--- config.mk ---
export PLATFORM = sky130hd
export DESIGN_NAME = text_console_cursor_controller_top
export DESIGN_NICKNAME = d
export VERILOG_FILES = /design/src/design/tcc_pkg.sv /design/src/design/tcc_decode.sv /design/src/design/text_console_cursor_controller_top.sv
export SDC_FILE = /design/constraint.sdc
export NUM_CORES = 1
export LEC_CHECK = 0
export ABC_AREA = 1
export BUFFER_PORTS_ARGS = -buffer_cell sky130_fd_sc_hd__buf_2
export CAP_MARGIN = 10
export CORE_MARGIN = 5
export CORE_UTILIZATION = 35
export CTS_BUF_LIST = sky130_fd_sc_hd__clkbuf_4 sky130_fd_sc_hd__clkbuf_8 sky130_fd_sc_hd__clkbuf_16
export CTS_CLUSTER_DIAMETER = 200
export CTS_CLUSTER_SIZE = 30
export DETAILED_ROUTE_END_ITERATION = 8
export SYNTH_ARGS = -nofsm -noshare
export SYNTH_HDL_FRONTEND = slang
export SYNTH_SLANG_ARGS = --single-unit
--- constraint.sdc ---
create_clock -name clock -period 5.1 [get_ports clock]
set_clock_uncertainty 0.15 [all_clocks]
set_input_delay 0.255 -clock clock [delete_from_list [all_inputs] [get_ports clock]]
set_output_delay 0.255 -clock clock [all_outputs]
set_load 0.05 [all_outputs]
--- src/design/tcc_pkg.sv ---
`default_nettype none
package tcc_pkg;

   localparam int GLYPH_WIDTH_LOG2 = 3;
   localparam int GLYPH_HEIGHT_DEFAULT = 16;

   localparam logic [8:0]  MAX_COLUMNS_RESET = 9'd80;
   localparam logic [8:0]  MAX_ROWS_RESET    = 9'd30;
   localparam logic [15:0] LINE_STRIDE_RESET = 16'd640;
   localparam logic [31:0] FRAME_BASE_RESET  = 32'd0;

   localparam logic [7:0] CHAR_CR  = 8'd13;
   localparam logic [7:0] CHAR_LF  = 8'd10;
   localparam logic [7:0] CHAR_TAB = 8'd9;
   localparam logic [7:0] CHAR_BS  = 8'd8;

   localparam logic [8:0] TAB_MASK = ~9'd7;

   typedef enum logic [1:0] {
      REG_MAX_COLUMNS = 2'd0,
      REG_MAX_ROWS    = 2'd1,
      REG_LINE_STRIDE = 2'd2,
      REG_FRAME_BASE  = 2'd3
   } reg_index_type;

   typedef enum logic [1:0] {
      CMD_DRAW   = 2'd0,
      CMD_CLEAR  = 2'd1,
      CMD_SCROLL = 2'd2
   } command_type;

   typedef struct packed {
      logic        has_main;
      command_type main_cmd;
      logic [7:0]  col;
      logic [7:0]  row;
      logic [7:0]  glyph;
      logic        has_scroll;
   } desc_type;

endpackage
`default_nettype wire

--- src/design/tcc_decode.sv ---
`default_nettype none
module tcc_decode (
   input  wire logic [7:0]       char_code,
   input  wire logic [7:0]       cur_col,
   input  wire logic [7:0]       cur_row,
   input  wire logic [8:0]       max_columns,
   input  wire logic [8:0]       max_rows,
   output logic [7:0]            next_col,
   output logic [7:0]            next_row,
   output tcc_pkg::desc_type     desc
);
   import tcc_pkg::*;

   logic [8:0] cols;
   logic [8:0] rows;
   logic [8:0] row_inc;
   logic [8:0] tab_x;
   logic [8:0] adv_x;
   logic       wrap_row;

   always_comb begin
      cols = (max_columns == 9'd0) ? 9'd1 : ((max_columns > 9'd256) ? 9'd256 : max_columns);
      rows = (max_rows == 9'd0) ? 9'd1 : ((max_rows > 9'd256) ? 9'd256 : max_rows);
      row_inc  = {1'b0, cur_row} + 9'd1;
      wrap_row = row_inc >= rows;
      tab_x    = ({1'b0, cur_col} + 9'd8) & TAB_MASK;
      adv_x    = {1'b0, cur_col} + 9'd1;
   end

   always_comb begin
      next_col        = cur_col;
      next_row        = cur_row;
      desc.has_main   = 1'b0;
      desc.main_cmd   = CMD_DRAW;
      desc.col        = cur_col;
      desc.row        = cur_row;
      desc.glyph      = 8'd0;
      desc.has_scroll = 1'b0;
      case (char_code)
         CHAR_CR: begin
            next_col = 8'd0;
         end
         CHAR_LF: begin
            next_col = 8'd0;
            if (wrap_row) desc.has_scroll = 1'b1;
            else next_row = row_inc[7:0];
         end
         CHAR_TAB: begin
            if (tab_x >= cols) begin
               next_col = 8'd0;
               if (wrap_row) desc.has_scroll = 1'b1;
               else next_row = row_inc[7:0];
            end else begin
               next_col = tab_x[7:0];
            end
         end
         CHAR_BS: begin
            if (cur_col != 8'd0) begin
               next_col      = cur_col - 8'd1;
               desc.has_main = 1'b1;
               desc.main_cmd = CMD_CLEAR;
               desc.col      = cur_col - 8'd1;
            end
         end
         default: begin
            desc.has_main = 1'b1;
            desc.main_cmd = CMD_DRAW;
            desc.glyph    = char_code;
            if (adv_x >= cols) begin
               next_col = 8'd0;
               if (wrap_row) desc.has_scroll = 1'b1;
               else next_row = row_inc[7:0];
            end else begin
               next_col = adv_x[7:0];
            end
         end
      endcase
   end

endmodule
`default_nettype wire

--- src/design/text_console_cursor_controller_top.sv ---
`default_nettype none
// Text console cursor controller. Each character byte moves the cursor and
// yields zero, one or two commands (draw or clear cell, then possibly a
// scroll), flagged by rsp_last on the final one. A character passes an input
// register, a decode stage that updates the cursor and forms row*line_stride,
// an address stage and the output register. One character can be taken
// every cycle while req_stall is low; the output register gives one command
// per cycle while rsp_stall is low, so a character that causes two commands
// occupies it for both. The user must write registers through the csr_
// port only while no character is in flight; the block does not enforce it.
module text_console_cursor_controller_top #(
   parameter int GLYPH_HEIGHT = tcc_pkg::GLYPH_HEIGHT_DEFAULT
) (
   input  wire logic        clock,
   input  wire logic        reset,
   input  wire logic        req_valid,
   output logic             req_stall,
   input  wire logic [7:0]  req_char_code,
   output logic             rsp_valid,
   input  wire logic        rsp_stall,
   output logic [1:0]       rsp_command,
   output logic [7:0]       rsp_cell_column,
   output logic [7:0]       rsp_cell_row,
   output logic [31:0]      rsp_cell_address,
   output logic [7:0]       rsp_glyph_code,
   output logic             rsp_last,
   input  wire logic        csr_write,
   input  wire logic [1:0]  csr_index,
   input  wire logic [31:0] csr_wdata
);
   import tcc_pkg::*;

   logic [8:0]  max_columns_ff;
   logic [8:0]  max_rows_ff;
   logic [15:0] line_stride_ff;
   logic [31:0] frame_base_ff;

   logic [7:0]  cursor_col_ff, cursor_row_ff;
   logic [7:0]  next_col, next_row;

   logic        s1_valid_ff;
   logic [7:0]  s1_char_ff;
   logic        s2_valid_ff;
   desc_type    s2_desc_ff;
   logic [23:0] s2_prod_ff;
   logic        s3_valid_ff;
   desc_type    s3_desc_ff;
   logic [31:0] s3_addr_ff;
   logic        s3_phase_ff;

   desc_type    dec_desc;
   logic        s3_done, s3_free, s2_free, s1_adv, req_take;
   logic        emit_entry;
   logic [31:0] addr_in;

   tcc_decode u_decode (
      .char_code   (s1_char_ff),
      .cur_col     (cursor_col_ff),
      .cur_row     (cursor_row_ff),
      .max_columns (max_columns_ff),
      .max_rows    (max_rows_ff),
      .next_col    (next_col),
      .next_row    (next_row),
      .desc        (dec_desc)
   );

   // phase 0 shows the cell command, phase 1 the scroll
   assign s3_done = s3_valid_ff && !rsp_stall &&
                    (s3_phase_ff || !s3_desc_ff.has_scroll);
   assign s3_free = !s3_valid_ff || s3_done;
   assign s2_free = !s2_valid_ff || s3_free;
   assign s1_adv  = s1_valid_ff && s2_free;
   assign req_stall = s1_valid_ff && !s2_free;
   assign req_take  = req_valid && !req_stall;
   assign emit_entry = dec_desc.has_main || dec_desc.has_scroll;

   assign addr_in = frame_base_ff + 32'(s2_prod_ff) * 32'(GLYPH_HEIGHT)
                    + (32'(s2_desc_ff.col) << GLYPH_WIDTH_LOG2);

   always_ff @(posedge clock) begin
      if (reset) begin
         max_columns_ff <= MAX_COLUMNS_RESET;
         max_rows_ff    <= MAX_ROWS_RESET;
         line_stride_ff <= LINE_STRIDE_RESET;
         frame_base_ff  <= FRAME_BASE_RESET;
      end else if (csr_write) begin
         case (reg_index_type'(csr_index))
            REG_MAX_COLUMNS: max_columns_ff <= csr_wdata[8:0];
            REG_MAX_ROWS:    max_rows_ff    <= csr_wdata[8:0];
            REG_LINE_STRIDE: line_stride_ff <= csr_wdata[15:0];
            REG_FRAME_BASE:  frame_base_ff  <= csr_wdata;
            default: ;
         endcase
      end
   end

   always_ff @(posedge clock) begin
      if (reset) begin
         s1_valid_ff   <= 1'b0;
         s2_valid_ff   <= 1'b0;
         s3_valid_ff   <= 1'b0;
         s3_phase_ff   <= 1'b0;
         cursor_col_ff <= 8'd0;
         cursor_row_ff <= 8'd0;
      end else begin
         if (req_take) s1_valid_ff <= 1'b1;
         else if (s1_adv) s1_valid_ff <= 1'b0;
         if (s1_adv) begin
            cursor_col_ff <= next_col;
            cursor_row_ff <= next_row;
         end
         // drop characters that cause no command
         if (s1_adv && emit_entry) s2_valid_ff <= 1'b1;
         else if (s3_free) s2_valid_ff <= 1'b0;
         if (s2_valid_ff && s3_free) begin
            s3_valid_ff <= 1'b1;
            s3_phase_ff <= !s2_desc_ff.has_main;
         end else if (s3_done) begin
            s3_valid_ff <= 1'b0;
         end else if (s3_valid_ff && !rsp_stall) begin
            s3_phase_ff <= 1'b1;
         end
      end
   end

   always_ff @(posedge clock) begin
      if (req_take) s1_char_ff <= req_char_code;
      if (s1_adv) begin
         s2_desc_ff <= dec_desc;
         s2_prod_ff <= {8'd0, line_stride_ff} * {16'd0, dec_desc.row};
      end
      if (s2_valid_ff && s3_free) begin
         s3_desc_ff <= s2_desc_ff;
         s3_addr_ff <= addr_in;
      end
   end

   always_comb begin
      rsp_valid = s3_valid_ff;
      if (s3_phase_ff) begin
         rsp_command      = CMD_SCROLL;
         rsp_cell_column  = 8'd0;
         rsp_cell_row     = 8'd0;
         rsp_cell_address = frame_base_ff;
         rsp_glyph_code   = 8'd0;
         rsp_last         = 1'b1;
      end else begin
         rsp_command      = s3_desc_ff.main_cmd;
         rsp_cell_column  = s3_desc_ff.col;
         rsp_cell_row     = s3_desc_ff.row;
         rsp_cell_address = s3_addr_ff;
         rsp_glyph_code   = s3_desc_ff.glyph;
         rsp_last         = !s3_desc_ff.has_scroll;
      end
   end

   a_scroll_last: assert property (@(posedge clock) disable iff (reset)
      rsp_valid && rsp_command == CMD_SCROLL |-> rsp_last)
      else $error("scroll transaction not marked last");

   a_follow_scroll: assert property (@(posedge clock) disable iff (reset)
      rsp_valid && !rsp_last && !rsp_stall |=> rsp_valid && rsp_command == CMD_SCROLL)
      else $error("non-last transaction not followed by scroll");

   a_stall_empty: assert property (@(posedge clock) disable iff (reset)
      !s1_valid_ff |-> !req_stall)
      else $error("input stalled with empty input register");

   a_entry_has_cmd: assert property (@(posedge clock) disable iff (reset)
      s2_valid_ff |-> s2_desc_ff.has_main || s2_desc_ff.has_scroll)
      else $error("pipeline entry without any command");

endmodule
`default_nettype wire
==> results by stage, run 1 <==
Outcome:
- The run finished with clean final reports.

Synth:
- The most used flip-flop cell after synthesis is sky130_fd_sc_hd__edfxtp_1.
- The mean instance size in the synthesized netlist is 8.158 um2.
- In this run, distinct cell masters in the synthesized netlist total 51.
- For this run, the number of Yosys warnings is 0.
- In the synthesized netlist, the number of instances is 1828.
- The sequential element share of the synthesized area is 0.3510.
- After synthesis the cells add up to 14910 um2.
- The number of enable-type register cells in the synthesized netlist is approximately 120.
- When the netlist entered floorplanning its net count stood at between 2000 and 2500.
- Synthesis inferred 203 register bits.
- The post-synthesis async set-or-reset flop share is 0.

STA:
- The final-layout worst hold slack is 0.01296 ns.
- The share of the clock period used by the worst path after layout is 0.9450.
- The final sum of negative setup slack is 0 ns.
- The number of max-slew violations in the final report came to 0.
- In this run the tightest slew margin relative to its limit is 0.2326.
- The total count of hold-check failures in the final report was 0.
- The slew at the pin with the worst max-slew slack is 1.149 ns.
- The shortest period the worst path allows is 4.819 ns.
- Setup repair after global routing left no endpoint under its margin.
- Setup violations remaining at the end of the flow were counted as 0.
- Based on the critical path, the design can be clocked at up to roughly 0.21 GHz.

CTS:
- The CTS sink count is 203.
- After clock tree synthesis, the clock-pin slew on the worst setup and hold paths is 0.13 ns.
- The cell sitting at the root of the clock tree is a sky130_fd_sc_hd__clkbuf_16.
- At the later pin of the worst-skew pair, clock insertion delay measures 0.48 ns.
- The buffer levels on the longest clock path is 3.
- The H-tree level count is 1.
- TritonCTS built the clock tree.
- The number of buffers added by the clock tree synthesis step is 10.

Critical path:
- The reg-to-reg setup timing slack is 0.28 ns.
- The startpoint kind of the worst setup timing path is a flop.
- Measured in cells, the most critical reg-to-reg path has a length of 19.
- The critical path in this run is classified as reg2reg.
- Along the worst path, the maximum fanout reaches 12.
- Data on the critical path arrives at its endpoint at around 4.9 ns.
- The capturing element type of the critical path is a flop.
- Tracing the worst setup path back leads to its startpoint at cursor_row_ff[4].
- The startpoint identified for the worst register-to-register timing path is cursor_row_ff[4].
- The endpoint required time on the critical path is 5.19 ns.
- The end point of the critical path is s2_prod_ff[21].
- The endpoint of the worst-slack reg-to-reg timing path is s2_prod_ff[21].

Pwr:
- Summed over all cells, the static leakage comes to 8.839 nW.
- The clock share of power is 0.258.
- Of the total power, registers draw 0.514.
- In this run the power spent charging and discharging nets is 1.172 mW.
- The internal power is 2.536 mW.
- VDD sags by at most 0.1728 mV.
- Dividing total power by cell area gives a power density of 221.8 nW/um2.
- The switching share of power is 0.3161.
- The combinational share of power is 0.229.

Die:
- In this run the vertical extent of the chip is 216.4 um.
- The area of the die is 46840 um2.
- The total I/O pin count is 108.
- The floorplan step defined a core boundary enclosing 42040 um2.
- The horizontal die dimension is 216.4 um.
- For this configuration, the core starts out at a cell density of 0.3547.
- The floorplan has 75 rows.

Routing:
- The number of iterations in the first detailed-routing pass is 5.
- The routed design has 36960 um of wire.
- The remaining number of nets flagged by the antenna check after routing is 0.
- The number of vias after detailed routing is 11800.
- For this run, design rule violations remaining after detail routing come to 0.
- The DRC marker count from the first detailed-route iteration is around 660.
- After detailed routing, the number of vias per cell comes to 4.739.
- After detailed routing, the average wire length per cell comes to 14.85 um.

Hold path:
- In this run the worst hold path is classified as in2reg.

Global route:
- The via count of the first global-routing pass is approximately 12000.
- The overall fraction of global-route tracks in use is 0.1583.
- The first global-routing pass estimated a little over 60000 um of wire.
- The global route total overflow is 0.
- The initial antenna violation count is 0.
- The maximum number of pins on one net before global-route repair is 66.

Job:
- The number of max-cap violations is 0.

Finish:
- In the final design database the tool counted between 2000 and 2500 nets.
- The area growth from synthesis to layout is 12.12%.
- In the final layout, the share of cells above drive strength 1 is 0.09641.
- After filler insertion, the fill cell instance count of the layout stands at 4259.
- The number of diodes added for antenna fixing is 0.

Placement:
- The total of buffers placed on input and output ports is 107.
- The final RePlAce weighted congestion is 0.8870.
- The half-perimeter wire length after detailed placement is 29110 um.
## worst max-delay path, stage by stage, from the launching register on
cell,delay [ns]
sky130_fd_sc_hd__dfxtp_1,0.54
sky130_fd_sc_hd__buf_12,0.19
sky130_fd_sc_hd__nand2_1,0.06
sky130_fd_sc_hd__inv_1,0.09
sky130_fd_sc_hd__fa_1,0.43
sky130_fd_sc_hd__fa_1,0.49
sky130_fd_sc_hd__fa_1,0.54
sky130_fd_sc_hd__inv_1,0.05
sky130_fd_sc_hd__fa_1,0.52
sky130_fd_sc_hd__inv_1,0.04
sky130_fd_sc_hd__ha_1,0.40
sky130_fd_sc_hd__nand2_1,0.15
sky130_fd_sc_hd__o21ai_0,0.24
sky130_fd_sc_hd__a21oi_1,0.10
sky130_fd_sc_hd__o21ai_1,0.16
sky130_fd_sc_hd__nand3_1,0.10
sky130_fd_sc_hd__nand2_1,0.11
sky130_fd_sc_hd__nand2_1,0.08
sky130_fd_sc_hd__nand3_1,0.07
sky130_fd_sc_hd__nand2_1,0.05
## layout make-up
type                            count  area, um2  share of cell area
Multi-Input combinational cell   1184       7945              0.4752
Sequential cell                   203       5241              0.3135
Inverter                          376       1416             0.08471
Timing Repair Buffer              171       1129             0.06750
Tap cell                          539      674.4             0.04034
Clock buffer                       15      305.3             0.01826
Clock inverter                      1      8.758           0.0005238
## worst min path at each step
stage	slack (ns)	cells past startpoint	to	start
5_1_grt	0.02	3	line_stride_ff[8]	csr_wdata[8]
4_1_cts	0.006	3	max_columns_ff[6]	csr_wdata[6]
2_1_floorplan	0.17	1	cursor_col_ff[0]	reset
3_5_place_dp	0.25	0	s3_desc_ff[0]	s2_desc_ff[0]
6_report	0.01	3	max_columns_ff[6]	csr_wdata[6]
3_3_place_gp	0.25	0	s3_desc_ff[5]	s2_desc_ff[5]
## state kept, by name, indices dropped and copies added (netlist names), 8 cells and up
signal / count
frame_base_ff: 32
s3_addr_ff: 32
s2_desc_ff: 27
s3_desc_ff: 26
s2_prod_ff: 24
line_stride_ff: 16
max_columns_ff: 9
max_rows_ff: 9
cursor_col_ff: 8
cursor_row_ff: 8
s1_char_ff: 8
## cell families after synthesis
kind of cell,synth area share
compound gates,0.09682
fa+ha+maj,0.2208
flops,0.3510
simple gates,0.1794
xor+xnor,0.03465
buf+inv,0.1173
## Yosys cell counts, types with 2 or more instances
cell | count | area, um2
sky130_fd_sc_hd__nor3_4 | 2 | 32.53
sky130_fd_sc_hd__inv_1 | 364 | 1366
sky130_fd_sc_hd__o211ai_1 | 2 | 15.01
sky130_fd_sc_hd__nor2_2 | 5 | 31.28
sky130_fd_sc_hd__edfxtp_1 | 117 | 3513
sky130_fd_sc_hd__a21oi_1 | 101 | 505.5
sky130_fd_sc_hd__nand4_2 | 2 | 25.02
sky130_fd_sc_hd__clkbuf_8 | 5 | 68.82
sky130_fd_sc_hd__clkinv_1 | 4 | 15.01
sky130_fd_sc_hd__nor2_1 | 170 | 638.1
sky130_fd_sc_hd__fa_1 | 92 | 1842
sky130_fd_sc_hd__nand4_1 | 10 | 62.56
sky130_fd_sc_hd__o21bai_1 | 2 | 15.01
sky130_fd_sc_hd__o21ai_0 | 134 | 670.6
sky130_fd_sc_hd__clkbuf_1 | 53 | 198.9
sky130_fd_sc_hd__nand3b_1 | 6 | 45.04
sky130_fd_sc_hd__a31oi_1 | 3 | 18.77
sky130_fd_sc_hd__buf_6 | 4 | 45.04
sky130_fd_sc_hd__nor3_1 | 13 | 65.06
sky130_fd_sc_hd__a21boi_1 | 2 | 15.01
sky130_fd_sc_hd__ha_1 | 116 | 1451
sky130_fd_sc_hd__inv_2 | 7 | 26.28
sky130_fd_sc_hd__a21o_1 | 5 | 37.54
sky130_fd_sc_hd__nand3_1 | 49 | 245.2
sky130_fd_sc_hd__o21ai_1 | 3 | 15.01
sky130_fd_sc_hd__xnor2_1 | 13 | 113.9
sky130_fd_sc_hd__nand3_2 | 2 | 20.02
sky130_fd_sc_hd__nor4_1 | 4 | 25.02
sky130_fd_sc_hd__nand2_1 | 376 | 1411
sky130_fd_sc_hd__o21a_1 | 2 | 15.01
sky130_fd_sc_hd__o22ai_1 | 8 | 50.05
sky130_fd_sc_hd__xor2_1 | 46 | 402.9
sky130_fd_sc_hd__dfxtp_1 | 86 | 1722
sky130_fd_sc_hd__buf_4 | 2 | 15.01
sky130_fd_sc_hd__nand2_4 | 2 | 22.52
## metrics by stage
stage | area [um2] | instances | setup slack, ns | total power [mW] | util
after floorplan | 14910 | 1828 | 0.3878 | 2.532 | -
after global placement | 16000 | 2433 | 0.3049 | 2.754 | 0.3805
after CTS | 16710 | 2489 | 0.1492 | 3.755 | 0.3975
after global routing | 16720 | 2489 | 0.04183 | 3.922 | 0.3977
final | 16720 | 2489 | 0.2806 | 3.708 | 0.3977
after detailed placement | 16000 | 2433 | 0.1563 | 2.767 | 0.3805
## power by group through the flow
stage          sequential, mW  combinational, mW  clock, mW
2_1_floorplan            1.90              0.629          0
3_3_place_gp             1.94              0.814          0
3_5_place_dp             1.94              0.825          0
4_1_cts                  1.90              0.855      0.995
5_1_grt                  1.92              0.953       1.05
6_report                 1.90              0.849      0.955
## per-layer routing
| layer | vias to the layer above | part of all wire | GRT usage |
|---|---|---|---|
| met1 | 5584 | 0.47 | 0.2141 |
| met5 | - | 0 | 0 |
| met4 | 0 | 0.016 | 0.03244 |
| met3 | 42 | 0.037 | 0.01828 |
| li1 | 5951 | - | - |
| met2 | 218 | 0.48 | 0.2760 |
## placed cells by master, fill, tap and decap left out, types with 6 or more instances in the layout
| cell | netlist | routed |
|---|---|---|
| sky130_fd_sc_hd__ha_1 | 116 | 116 |
| sky130_fd_sc_hd__edfxtp_1 | 117 | 117 |
| sky130_fd_sc_hd__nand2_1 | 376 | 376 |
| sky130_fd_sc_hd__inv_1 | 364 | 363 |
| sky130_fd_sc_hd__a21oi_1 | 101 | 100 |
| sky130_fd_sc_hd__nor2_1 | 170 | 169 |
| sky130_fd_sc_hd__nand4_1 | 10 | 10 |
| sky130_fd_sc_hd__inv_2 | 7 | 9 |
| sky130_fd_sc_hd__xor2_1 | 46 | 46 |
| sky130_fd_sc_hd__o21ai_0 | 134 | 132 |
| sky130_fd_sc_hd__nand3b_1 | 6 | 6 |
| sky130_fd_sc_hd__o22ai_1 | 8 | 8 |
| sky130_fd_sc_hd__dlygate4sd3_1 | 0 | 40 |
| sky130_fd_sc_hd__xnor2_1 | 13 | 13 |
| sky130_fd_sc_hd__clkbuf_16 | 0 | 11 |
| sky130_fd_sc_hd__nand3_1 | 49 | 48 |
| sky130_fd_sc_hd__buf_4 | 2 | 23 |
| sky130_fd_sc_hd__fa_1 | 92 | 92 |
| sky130_fd_sc_hd__dfxtp_1 | 86 | 81 |
| sky130_fd_sc_hd__nor3_1 | 13 | 13 |
| sky130_fd_sc_hd__buf_2 | 1 | 107 |
## what timing repair did
item	CTS	global route
hold buffers	40	0
endpoints found under the setup margin	0	7
resized for setup	0	8
endpoints found under the hold margin	59	0
buffers inserted	0	0
Note: power is estimated with default switching activity, not from simulation.
==> run 2: changes to the inputs <==
--- a/config.mk
+++ b/config.mk
@@ -5,15 +5,15 @@
 export SDC_FILE = /design/constraint.sdc
 export NUM_CORES = 1
 export LEC_CHECK = 0
-export ABC_AREA = 1
 export BUFFER_PORTS_ARGS = -buffer_cell sky130_fd_sc_hd__buf_2
 export CAP_MARGIN = 10
 export CORE_MARGIN = 5
-export CORE_UTILIZATION = 35
+export CORE_UTILIZATION = 59
 export CTS_BUF_LIST = sky130_fd_sc_hd__clkbuf_4 sky130_fd_sc_hd__clkbuf_8 sky130_fd_sc_hd__clkbuf_16
 export CTS_CLUSTER_DIAMETER = 200
 export CTS_CLUSTER_SIZE = 30
 export DETAILED_ROUTE_END_ITERATION = 8
+export PLACE_DENSITY = 0.78
 export SYNTH_ARGS = -nofsm -noshare
 export SYNTH_HDL_FRONTEND = slang
 export SYNTH_SLANG_ARGS = --single-unit
==> run 2 against run 1 <==
  * Clock power is 2.2% lower
  * Combinational power is 38% lower
  * Cell area is 3.2% lower
  * Fmax is 1.1% lower
  * Flip-flop and latch count stayed put
  * Global-route usage is 7.8 points higher
  * Via count is 8.0% lower
  * Sequential share of layout area is 1.1 points higher
  * Non-clock buffer count is 5 higher
  * Clock-buffer cell count stayed put
  * Synthesized area is 2.7% lower
  * Critical path type unchanged
  * Highest routed layer unchanged
==> results by stage, run 2 <==
Finish:
- The register area is 5246 um2 (was 5241 um2).
- The layout filler cell count is 1905 (was 4259).
- Most frequent cells in the layout: sky130_fd_sc_hd__nand2_1 (189), sky130_fd_sc_hd__inv_1 (124), sky130_fd_sc_hd__and2_1 (117), sky130_fd_sc_hd__edfxtp_1 (117), sky130_fd_sc_hd__ha_1 (116) (was sky130_fd_sc_hd__nand2_1 (376), sky130_fd_sc_hd__inv_1 (363), sky130_fd_sc_hd__nor2_1 (169), sky130_fd_sc_hd__o21ai_0 (132), sky130_fd_sc_hd__edfxtp_1 (117)).
- The final standard cell count with taps included and fillers excluded is 1923 (was 2489).
- The number of diodes added for antenna fixing was 0 (unchanged).
- The combined area of the multi-input logic cells is 8568 um2 (was 7945 um2).
- The synthesis-to-finish area growth is 11.47% (was 12.12%).
- The total number of nets in the final design is 1850 (was 2201).
- The fraction of layout cells with a size suffix above 1 is 0.1395 (was 0.09641).
- The most frequent standard cell in the layout excluding fill and tap cells was sky130_fd_sc_hd__nand2_1 (unchanged).
- Regs by FF count: frame_base_ff (32), s3_addr_ff (32), s2_desc_ff (27) (unchanged).

Synth:
- The share of synthesized area spent on multiplexers is 0.03431 (was 0).
- The post-synthesis compound-gate area fraction is 0.1016 (was 0.09682).
- The post-synthesis async set-or-reset flop share is 0 (unchanged).
- The flip-flop and latch count after synthesis is 203 (unchanged).
- The xor and xnor area share after synthesis is 0.03741 (was 0.03465).
- The synthesized-area fraction occupied by and/or/nand/nor cells is 0.1884 (was 0.1794).
- The summed instance area of the synthesized netlist is 14510 um2 (was 14910 um2).
- The post-synthesis cell type count came to 79 (was 51).
- The count of mapped cells out of synthesis is 1469 (was 1828).
- The synthesized netlist net count was 1724 (was 2083).
- The library cell with the largest summed area after synthesis was sky130_fd_sc_hd__edfxtp_1 (unchanged).
- The number of enable-type register cells in the synthesized netlist was 117 (unchanged).
- The dominant register cell in the synthesized netlist is sky130_fd_sc_hd__edfxtp_1 (unchanged).
- Biggest area contributors in the synthesized netlist: sky130_fd_sc_hd__edfxtp_1 (24%), sky130_fd_sc_hd__fa_1 (13%), sky130_fd_sc_hd__dfxtp_1 (12%) (was sky130_fd_sc_hd__edfxtp_1 (24%), sky130_fd_sc_hd__fa_1 (12%), sky130_fd_sc_hd__dfxtp_1 (12%)).
- The mean instance size in the synthesized netlist is 9.880 um2 (was 8.158 um2).
- The sequential element share of the synthesized area is 0.3607 (was 0.3510).
- The largest family of logic cells by synthesized area was adder cells (unchanged).
- The number of warnings printed during yosys synthesis is 0 (unchanged).
- The adder and majority cell fraction of the synthesized area is 0.2269 (was 0.2208).
- The share of the synthesized area in the top cell type is 0.2421 (was 0.2356).
- The most common cell in the synthesized netlist is sky130_fd_sc_hd__nand2_1 (unchanged).
- Most numerous cell types in the synthesized netlist: sky130_fd_sc_hd__nand2_1 (189), sky130_fd_sc_hd__inv_1 (125), sky130_fd_sc_hd__and2_1 (118), sky130_fd_sc_hd__edfxtp_1 (117), sky130_fd_sc_hd__ha_1 (116) (was sky130_fd_sc_hd__nand2_1 (376), sky130_fd_sc_hd__inv_1 (364), sky130_fd_sc_hd__nor2_1 (170), sky130_fd_sc_hd__o21ai_0 (134), sky130_fd_sc_hd__edfxtp_1 (117)).

CTS:
- The TritonCTS clock tree is built (unchanged).
- The clock network latency to the later pin of the worst-skew pair came to 0.47 ns (was 0.48 ns).
- The number of buffers added by the clock tree synthesis step is 10 (unchanged).
- The clock root buffer master is sky130_fd_sc_hd__clkbuf_16 (unchanged).
- The buffer levels on the longest clock path is 3 (unchanged).
- The post-CTS clock slew at the launch and capture registers of the worst setup and hold paths is 0.12 ns (was 0.13 ns).
- The CTS sink count is 203 (unchanged).
- The post-CTS setup buffer count is 0 (unchanged).
- The H-tree level count is 1 (unchanged).

Pwr:
- The leakage power summed over all cells was 7.161 nW (was 8.839 nW).
- The maximum ir drop on the vdd rail was 0.2070 mV (was 0.1728 mV).
- The power density over cell area was 205.2 nW/um2 (was 221.8 nW/um2).

Routing:
- The DRC marker count from the first detailed-route iteration is 725 (was 656).
- The number of vias after detailed routing is 10850 (was 11800).
- The vias per cell came to 5.641 (was 4.739).
- The average wire length per cell after detail routing is 17.26 um (was 14.85 um).
- The routed wire length is 33200 um (was 36960 um).
- The number of iterations in the first detailed-routing pass is 5 (unchanged).
- The remaining number of nets flagged by the antenna check after routing is 0 (unchanged).
- The count of unresolved DRC violations after routing was 0 (unchanged).

Critical path:
- The critical path class is reg2reg (unchanged).
- The cell depth of the worst flop-to-flop path came to 17 (was 19).
- The beginning of the worst register-to-register path is cursor_row_ff[5] (was cursor_row_ff[4]).
- The largest fanout on the critical path is 11 (was 12).
- The endpoint required time on the critical path was 5.18 ns (was 5.19 ns).
- The capturing element type of the critical path is a flop (unchanged).
- The endpoint of the worst-slack reg-to-reg timing path is s2_prod_ff[16] (was s2_prod_ff[21]).
- The worst endpoint data arrival time is 4.95 ns (was 4.91 ns).
- The startpoint kind of the worst setup timing path is a flop (unchanged).
- The reg-to-reg setup timing slack came to 0.23 ns (was 0.28 ns).

Job:
- The number of max-cap violations was 0 (unchanged).

STA:
- The total count of hold-check failures in the final report is 0 (unchanged).
- The number of max-slew violations in the final report came to 0 (unchanged).
- The slew at the pin with the worst max-slew slack was 1.146 ns (was 1.149 ns).
- RSZ-0062 raised after global routing: false (unchanged).
- The final sum of negative setup slack came to 0 ns (unchanged).
- The final-layout worst hold slack is 0.02804 ns (was 0.01296 ns).
- The count of final setup violators is 0 (unchanged).
- The headroom to the max-slew limit came to 0.2348 (was 0.2326).
- The share of the clock period used by the worst path after layout was 0.9552 (was 0.9450).
- The achievable clock frequency is 0.2053 GHz (was 0.2075 GHz).
- The shortest period the worst path allows is 4.872 ns (was 4.819 ns).
- The smallest setup slack after layout is 0.2284 ns (was 0.2806 ns).

Die:
- The starting density of the core is 0.5986 (was 0.3547).
- The count of standard-cell rows was 57 (was 75).
- The die height is 166.8 um (was 216.4 um).
- The area of the core region is 24250 um2 (was 42040 um2).
- The horizontal die dimension came to 166.8 um (was 216.4 um).
- The area of the die was 27840 um2 (was 46840 um2).
- The total I/O pin count is 108 (unchanged).

Global route:
- The initial antenna violation count came to 1 (was 0).
- The via count of the first global-routing pass is 10600 (was 11890).
- The overall fraction of global-route tracks in use was 0.2363 (was 0.1583).
- The maximum number of pins on one net before global-route repair is 62 (was 66).
- The global route total overflow is 0 (unchanged).
- The global-route wire length before repair is 54330 um (was 61420 um).

Placement:
- The cell count after placement is 1866 (was 2433).
- The post-place setup slack is 0.1090 ns (was 0.1563 ns).
- The half-perimeter wire length after detailed placement is 24740 um (was 29110 um).
- The final RePlAce weighted congestion was 0.9222 (was 0.8870).
- The total of buffers placed on input and output ports is 107 (unchanged).

Hold path:
- The instance count along the most critical hold path was 3 (unchanged).
- The kind of path behind the tightest hold check was in2reg (unchanged).
- The start point of the worst min-delay path was rsp_stall (was csr_wdata[6]).
- The end point of the most critical hold path is rsp_valid (was max_columns_ff[6]).

Outcome:
- Result of the run: complete, no violations (unchanged).
==> run 2: critical path: stages, from the launching register on <==
cell,delay [ns]
sky130_fd_sc_hd__dfxtp_1,0.39
sky130_fd_sc_hd__buf_4,0.19
sky130_fd_sc_hd__nand2_1,0.08
sky130_fd_sc_hd__fa_1,0.47
sky130_fd_sc_hd__fa_1,0.54
sky130_fd_sc_hd__inv_1,0.05
sky130_fd_sc_hd__fa_1,0.54
sky130_fd_sc_hd__inv_1,0.06
sky130_fd_sc_hd__fa_1,0.52
sky130_fd_sc_hd__inv_1,0.04
sky130_fd_sc_hd__ha_1,0.35
sky130_fd_sc_hd__o21a_1,0.22
sky130_fd_sc_hd__o21ai_0,0.15
sky130_fd_sc_hd__o21a_1,0.18
sky130_fd_sc_hd__o21ai_0,0.08
sky130_fd_sc_hd__and2_1,0.17
sky130_fd_sc_hd__o41ai_1,0.34
sky130_fd_sc_hd__xnor2_1,0.10
==> run 2: logic make-up (layout without fill, tap and decap cells) <==
logic type / count (synthesis) / count (layout)
AOI/OAI and AO/OA: 232 / 232
buffers and inverters: 189 / 319
and+or+nand+nor: 530 / 530
xor gates and xnor gates: 62 / 62
muxes: 45 / 45
adders and majority gates: 208 / 208
DFF: 203 / 203
==> run 2: worst max path at each step <==
stage	from	endpoint	cells past startpoint
2_1_floorplan	cursor_row_ff[3]	s2_prod_ff[23]	17
3_3_place_gp	cursor_row_ff[6]	s2_prod_ff[23]	15
3_5_place_dp	cursor_row_ff[7]	s2_prod_ff[23]	15
4_1_cts	cursor_row_ff[7]	s2_prod_ff[23]	15
5_1_grt	cursor_row_ff[5]	s2_prod_ff[16]	17
6_report	cursor_row_ff[5]	s2_prod_ff[16]	17
==> run 2: repair_timing <==
item / in CTS / in global routing
endpoints found under the setup margin: 0 / 7
hold endpoints to repair: 68 / 0
resized for setup: 0 / 12
hold buffers: 41 / 0
==> run 2: area by class of cell <==
type                            instances  area share
Multi-Input combinational cell       1077      0.5296
Sequential cell                       203      0.3243
Timing Repair Buffer                  176     0.07223
Inverter                              127     0.02946
Tap cell                              324     0.02506
Clock buffer                           15     0.01887
Clock inverter                          1   0.0005413
==> run 2: report_power, final <==
part,switching [mW],total [mW],internal [mW],leakage (nW)
Sequential,0.0536,1.86,1.80,1.78
Combinational,0.331,0.529,0.198,5.22
Clock,0.507,0.934,0.427,0.158
==> run 2: metrics by stage <==
step	area [um2]	power, mW	util
detailed placement	15430	2.392	0.6362
CTS	16150	3.344	0.6661
floorplan	14510	2.246	-
global placement	15430	2.378	0.6362
finish	16180	3.320	0.6672
global route	16180	3.468	0.6672
==> run 2: layer usage <==
layer,wire length [um],global-route usage,vias up
li1,-,-,5226
met1,14980,0.3355,5249
met2,15550,0.3882,322
met3,1853,0.03105,50
met4,810,0.05834,0
met5,0,0,-
==> run 3: changes to the inputs <==
--- a/config.mk
+++ b/config.mk
@@ -5,6 +5,7 @@
 export SDC_FILE = /design/constraint.sdc
 export NUM_CORES = 1
 export LEC_CHECK = 0
+export ABC_AREA = 1
 export BUFFER_PORTS_ARGS = -buffer_cell sky130_fd_sc_hd__buf_2
 export CAP_MARGIN = 10
 export CORE_MARGIN = 5
==> run 3 against run 2 <==
  * Clock power hardly changed
  * First-iteration DRC count rose by 36%
  * Global-route usage is 0.79 points higher
  * Largest cell class unchanged
  * Final cell count increased by 18%
  * Cell area grew 1.7%
  * Flip-flop and latch count unchanged
  * Sequential power rose by 3%
  * Via count up 10%
  * Setup slack improved by 0.054 ns
==> results by stage, run 3 (synthesis results as in run 1) <==
Die:
- The starting density of the core is 0.5957 (was 0.5986).
- The count of standard-cell rows is 58 (was 57).
- The horizontal die dimension came to 169.0 um (was 166.8 um).
- The die height is 169.0 um (was 166.8 um).
- The total I/O pin count came to 108 (unchanged).
- The area of the die came to 28560 um2 (was 27840 um2).
- The area of the core region is 25040 um2 (was 24250 um2).

Global route:
- The global-route wire length before repair is 57360 um (was 54330 um).
- The initial antenna violation count is 0 (was 1).
- The maximum number of pins on one net before global-route repair was 66 (was 62).
- The global route total overflow is 0 (unchanged).
- The via count of the first global-routing pass is 11700 (was 10600).
- The overall fraction of global-route tracks in use is 0.2442 (was 0.2363).

STA:
- The headroom to the max-slew limit came to 0.2707 (was 0.2348).
- The number of max-slew violations in the final report came to 0 (unchanged).
- The achievable clock frequency is 0.2076 GHz (was 0.2053 GHz).
- The share of the clock period used by the worst path after layout is 0.9447 (was 0.9552).
- The slew at the pin with the worst max-slew slack is 1.092 ns (was 1.146 ns).
- The count of final setup violators is 0 (unchanged).
- The shortest period the worst path allows is 4.818 ns (was 4.872 ns).
- The total count of hold-check failures in the final report is 0 (unchanged).

Pwr:
- The maximum ir drop on the vdd rail is 0.1905 mV (was 0.2070 mV).
- The post-route total power came to 3.680 mW (was 3.320 mW).
- The power density over cell area came to 223.7 nW/um2 (was 205.2 nW/um2).
- The leakage power summed over all cells is 8.828 nW (was 7.161 nW).

Hold path:
- The instance count along the most critical hold path is 3 (unchanged).
- The kind of path behind the tightest hold check is in2reg (unchanged).

Critical path:
- The capturing element type of the critical path is a flop (unchanged).
- The largest fanout on the critical path came to 14 (was 11).
- The endpoint required time on the critical path was 5.19 ns (was 5.18 ns).
- The worst endpoint data arrival time is 4.91 ns (was 4.95 ns).
- The critical path class is reg2reg (unchanged).
- The startpoint kind of the worst setup timing path is a flop (unchanged).
- The cell depth of the worst flop-to-flop path came to 19 (was 17).

Routing:
- The remaining number of nets flagged by the antenna check after routing came to 0 (unchanged).
- The count of unresolved DRC violations after routing was 0 (unchanged).
- The DRC marker count from the first detailed-route iteration was 983 (was 725).
- The routed wire length was 34510 um (was 33200 um).
- The number of iterations in the first detailed-routing pass was 8 (was 5).
- The vias per cell was 5.263 (was 5.641).
- The number of vias after detailed routing came to 11980 (was 10850).
- The average wire length per cell after detail routing came to 15.16 um (was 17.26 um).

Finish:
- The fraction of layout cells with a size suffix above 1 is 0.09707 (was 0.1395).
- The number of diodes added for antenna fixing came to 0 (unchanged).
- The final standard cell count with taps included and fillers excluded was 2277 (was 1923).
- The layout filler cell count was 2086 (was 1905).
- The final cell utilization of the core is 0.6570 (was 0.6672).
- Regs by FF count: frame_base_ff (32), s3_addr_ff (32), s2_desc_ff (27) (unchanged).
- The combined area of the multi-input logic cells came to 7953 um2 (was 8568 um2).
- Most frequent cells in the layout: sky130_fd_sc_hd__nand2_1 (376), sky130_fd_sc_hd__inv_1 (363), sky130_fd_sc_hd__nor2_1 (169), sky130_fd_sc_hd__o21ai_0 (134), sky130_fd_sc_hd__edfxtp_1 (117) (was sky130_fd_sc_hd__nand2_1 (189), sky130_fd_sc_hd__inv_1 (124), sky130_fd_sc_hd__and2_1 (117), sky130_fd_sc_hd__edfxtp_1 (117), sky130_fd_sc_hd__ha_1 (116)).
- The register area is 5245 um2 (was 5246 um2).
- The most frequent standard cell in the layout excluding fill and tap cells is sky130_fd_sc_hd__nand2_1 (unchanged).
- The synthesis-to-finish area growth came to 10.30% (was 11.47%).
- The total number of nets in the final design was 2198 (was 1850).

CTS:
- The CTS sink count is 203 (unchanged).
- The post-CTS clock slew at the launch and capture registers of the worst setup and hold paths is 0.12 ns (about the same).
- The number of buffers added by the clock tree synthesis step was 10 (unchanged).
- The TritonCTS clock tree is built (unchanged).
- The H-tree level count came to 1 (unchanged).
- The buffer levels on the longest clock path is 3 (unchanged).
- The post-CTS setup buffer count is 0 (unchanged).
- The clock network latency to the later pin of the worst-skew pair is 0.49 ns (was 0.47 ns).
- The clock root buffer master was sky130_fd_sc_hd__clkbuf_16 (unchanged).

Placement:
- The total of buffers placed on input and output ports is 107 (unchanged).
- The half-perimeter wire length after detailed placement is 26480 um (was 24740 um).
- The final RePlAce weighted congestion is 0.9156 (was 0.9222).
- The cell count after placement came to 2220 (was 1866).

Job:
- The number of max-cap violations is 0 (unchanged).

Outcome:
- Result of the run: complete, no violations (unchanged).
-- run 3: changes by cell type in the layout (fill, tap and decap cells not counted), moves of 20 or more --
| cell | before | now |
|---|---|---|
| sky130_fd_sc_hd__nand3_1 | 17 | 48 |
| sky130_fd_sc_hd__xnor2_1 | 36 | 13 |
| sky130_fd_sc_hd__nor2_1 | 70 | 169 |
| sky130_fd_sc_hd__inv_1 | 124 | 363 |
| sky130_fd_sc_hd__o21ai_0 | 32 | 134 |
| sky130_fd_sc_hd__nor2b_1 | 40 | 0 |
| sky130_fd_sc_hd__xor2_1 | 26 | 46 |
| sky130_fd_sc_hd__mux2_2 | 33 | 0 |
| sky130_fd_sc_hd__nand2_1 | 189 | 376 |
| sky130_fd_sc_hd__and2_1 | 117 | 0 |
-- run 3: stage by stage --
stage          instance area [um2]  setup WS [ns]   TNS (ns)  hold slack, ns
3_5_place_dp                 15700         0.1710          0          0.2545
3_3_place_gp                 15700         0.2503          0          0.2506
5_1_grt                      16450      -0.005215  -0.005215         0.01218
6_report                     16450         0.2821          0        0.004512
4_1_cts                      16420         0.1329          0       0.0007974
2_1_floorplan                14910         0.3878          0          0.1741
-- run 3: final cells by class --
type / instances / area share
multi-input cells: 1184 / 0.4835
repair buffers: 168 / 0.06739
clock inverters: 1 / 0.0005324
flip-flops and latches: 203 / 0.3189
well taps: 330 / 0.02510
clock buffers: 15 / 0.01856
inverters: 376 / 0.08610
-- run 3: path summary, 6_finish.rpt --
| path | endpoint | start | slack (ns) |
|---|---|---|---|
| max reg2reg | s2_prod_ff[21] | cursor_row_ff[6] | 0.28 |
| max | s2_prod_ff[21] | cursor_row_ff[6] | 0.28 |
| min | line_stride_ff[8] | csr_wdata[8] | 0.005 |
| min reg2reg | s3_desc_ff[8] | s2_desc_ff[8] | 0.28 |
-- run 3: worst max-delay path, cell delays in order (launching register included) --
cell	delay (ns)
sky130_fd_sc_hd__dfxtp_1	0.38
sky130_fd_sc_hd__buf_4	0.23
sky130_fd_sc_hd__nand2_1	0.08
sky130_fd_sc_hd__inv_1	0.10
sky130_fd_sc_hd__fa_1	0.44
sky130_fd_sc_hd__fa_1	0.53
sky130_fd_sc_hd__fa_1	0.54
sky130_fd_sc_hd__inv_1	0.05
sky130_fd_sc_hd__fa_1	0.52
sky130_fd_sc_hd__inv_1	0.04
sky130_fd_sc_hd__ha_1	0.39
sky130_fd_sc_hd__nand2_1	0.14
sky130_fd_sc_hd__o21ai_0	0.27
sky130_fd_sc_hd__a21oi_1	0.10
sky130_fd_sc_hd__o21ai_0	0.16
sky130_fd_sc_hd__nand3_1	0.11
sky130_fd_sc_hd__nand2_1	0.11
sky130_fd_sc_hd__nand2_1	0.07
sky130_fd_sc_hd__nand3_1	0.07
sky130_fd_sc_hd__nand2_1	0.06
-- run 3: where the power goes --
group | internal (mW) | switching (mW)
Sequential | 1.83 | 0.0740
Combinational | 0.275 | 0.560
Clock | 0.427 | 0.510
Total | 2.54 | 1.14
-- run 3: per-layer routing --
layer / GRT usage / part of all wire
met1: 0.3391 / 0.45
met5: 0 / 0
met4: 0.06650 / 0.025
met3: 0.02499 / 0.056
met2: 0.4122 / 0.47
-- run 3: what timing repair did --
item,in CTS,in global routing
hold endpoints to repair,59,1
endpoints found under the setup margin,0,7
resized for setup,0,11
hold buffers,40,1
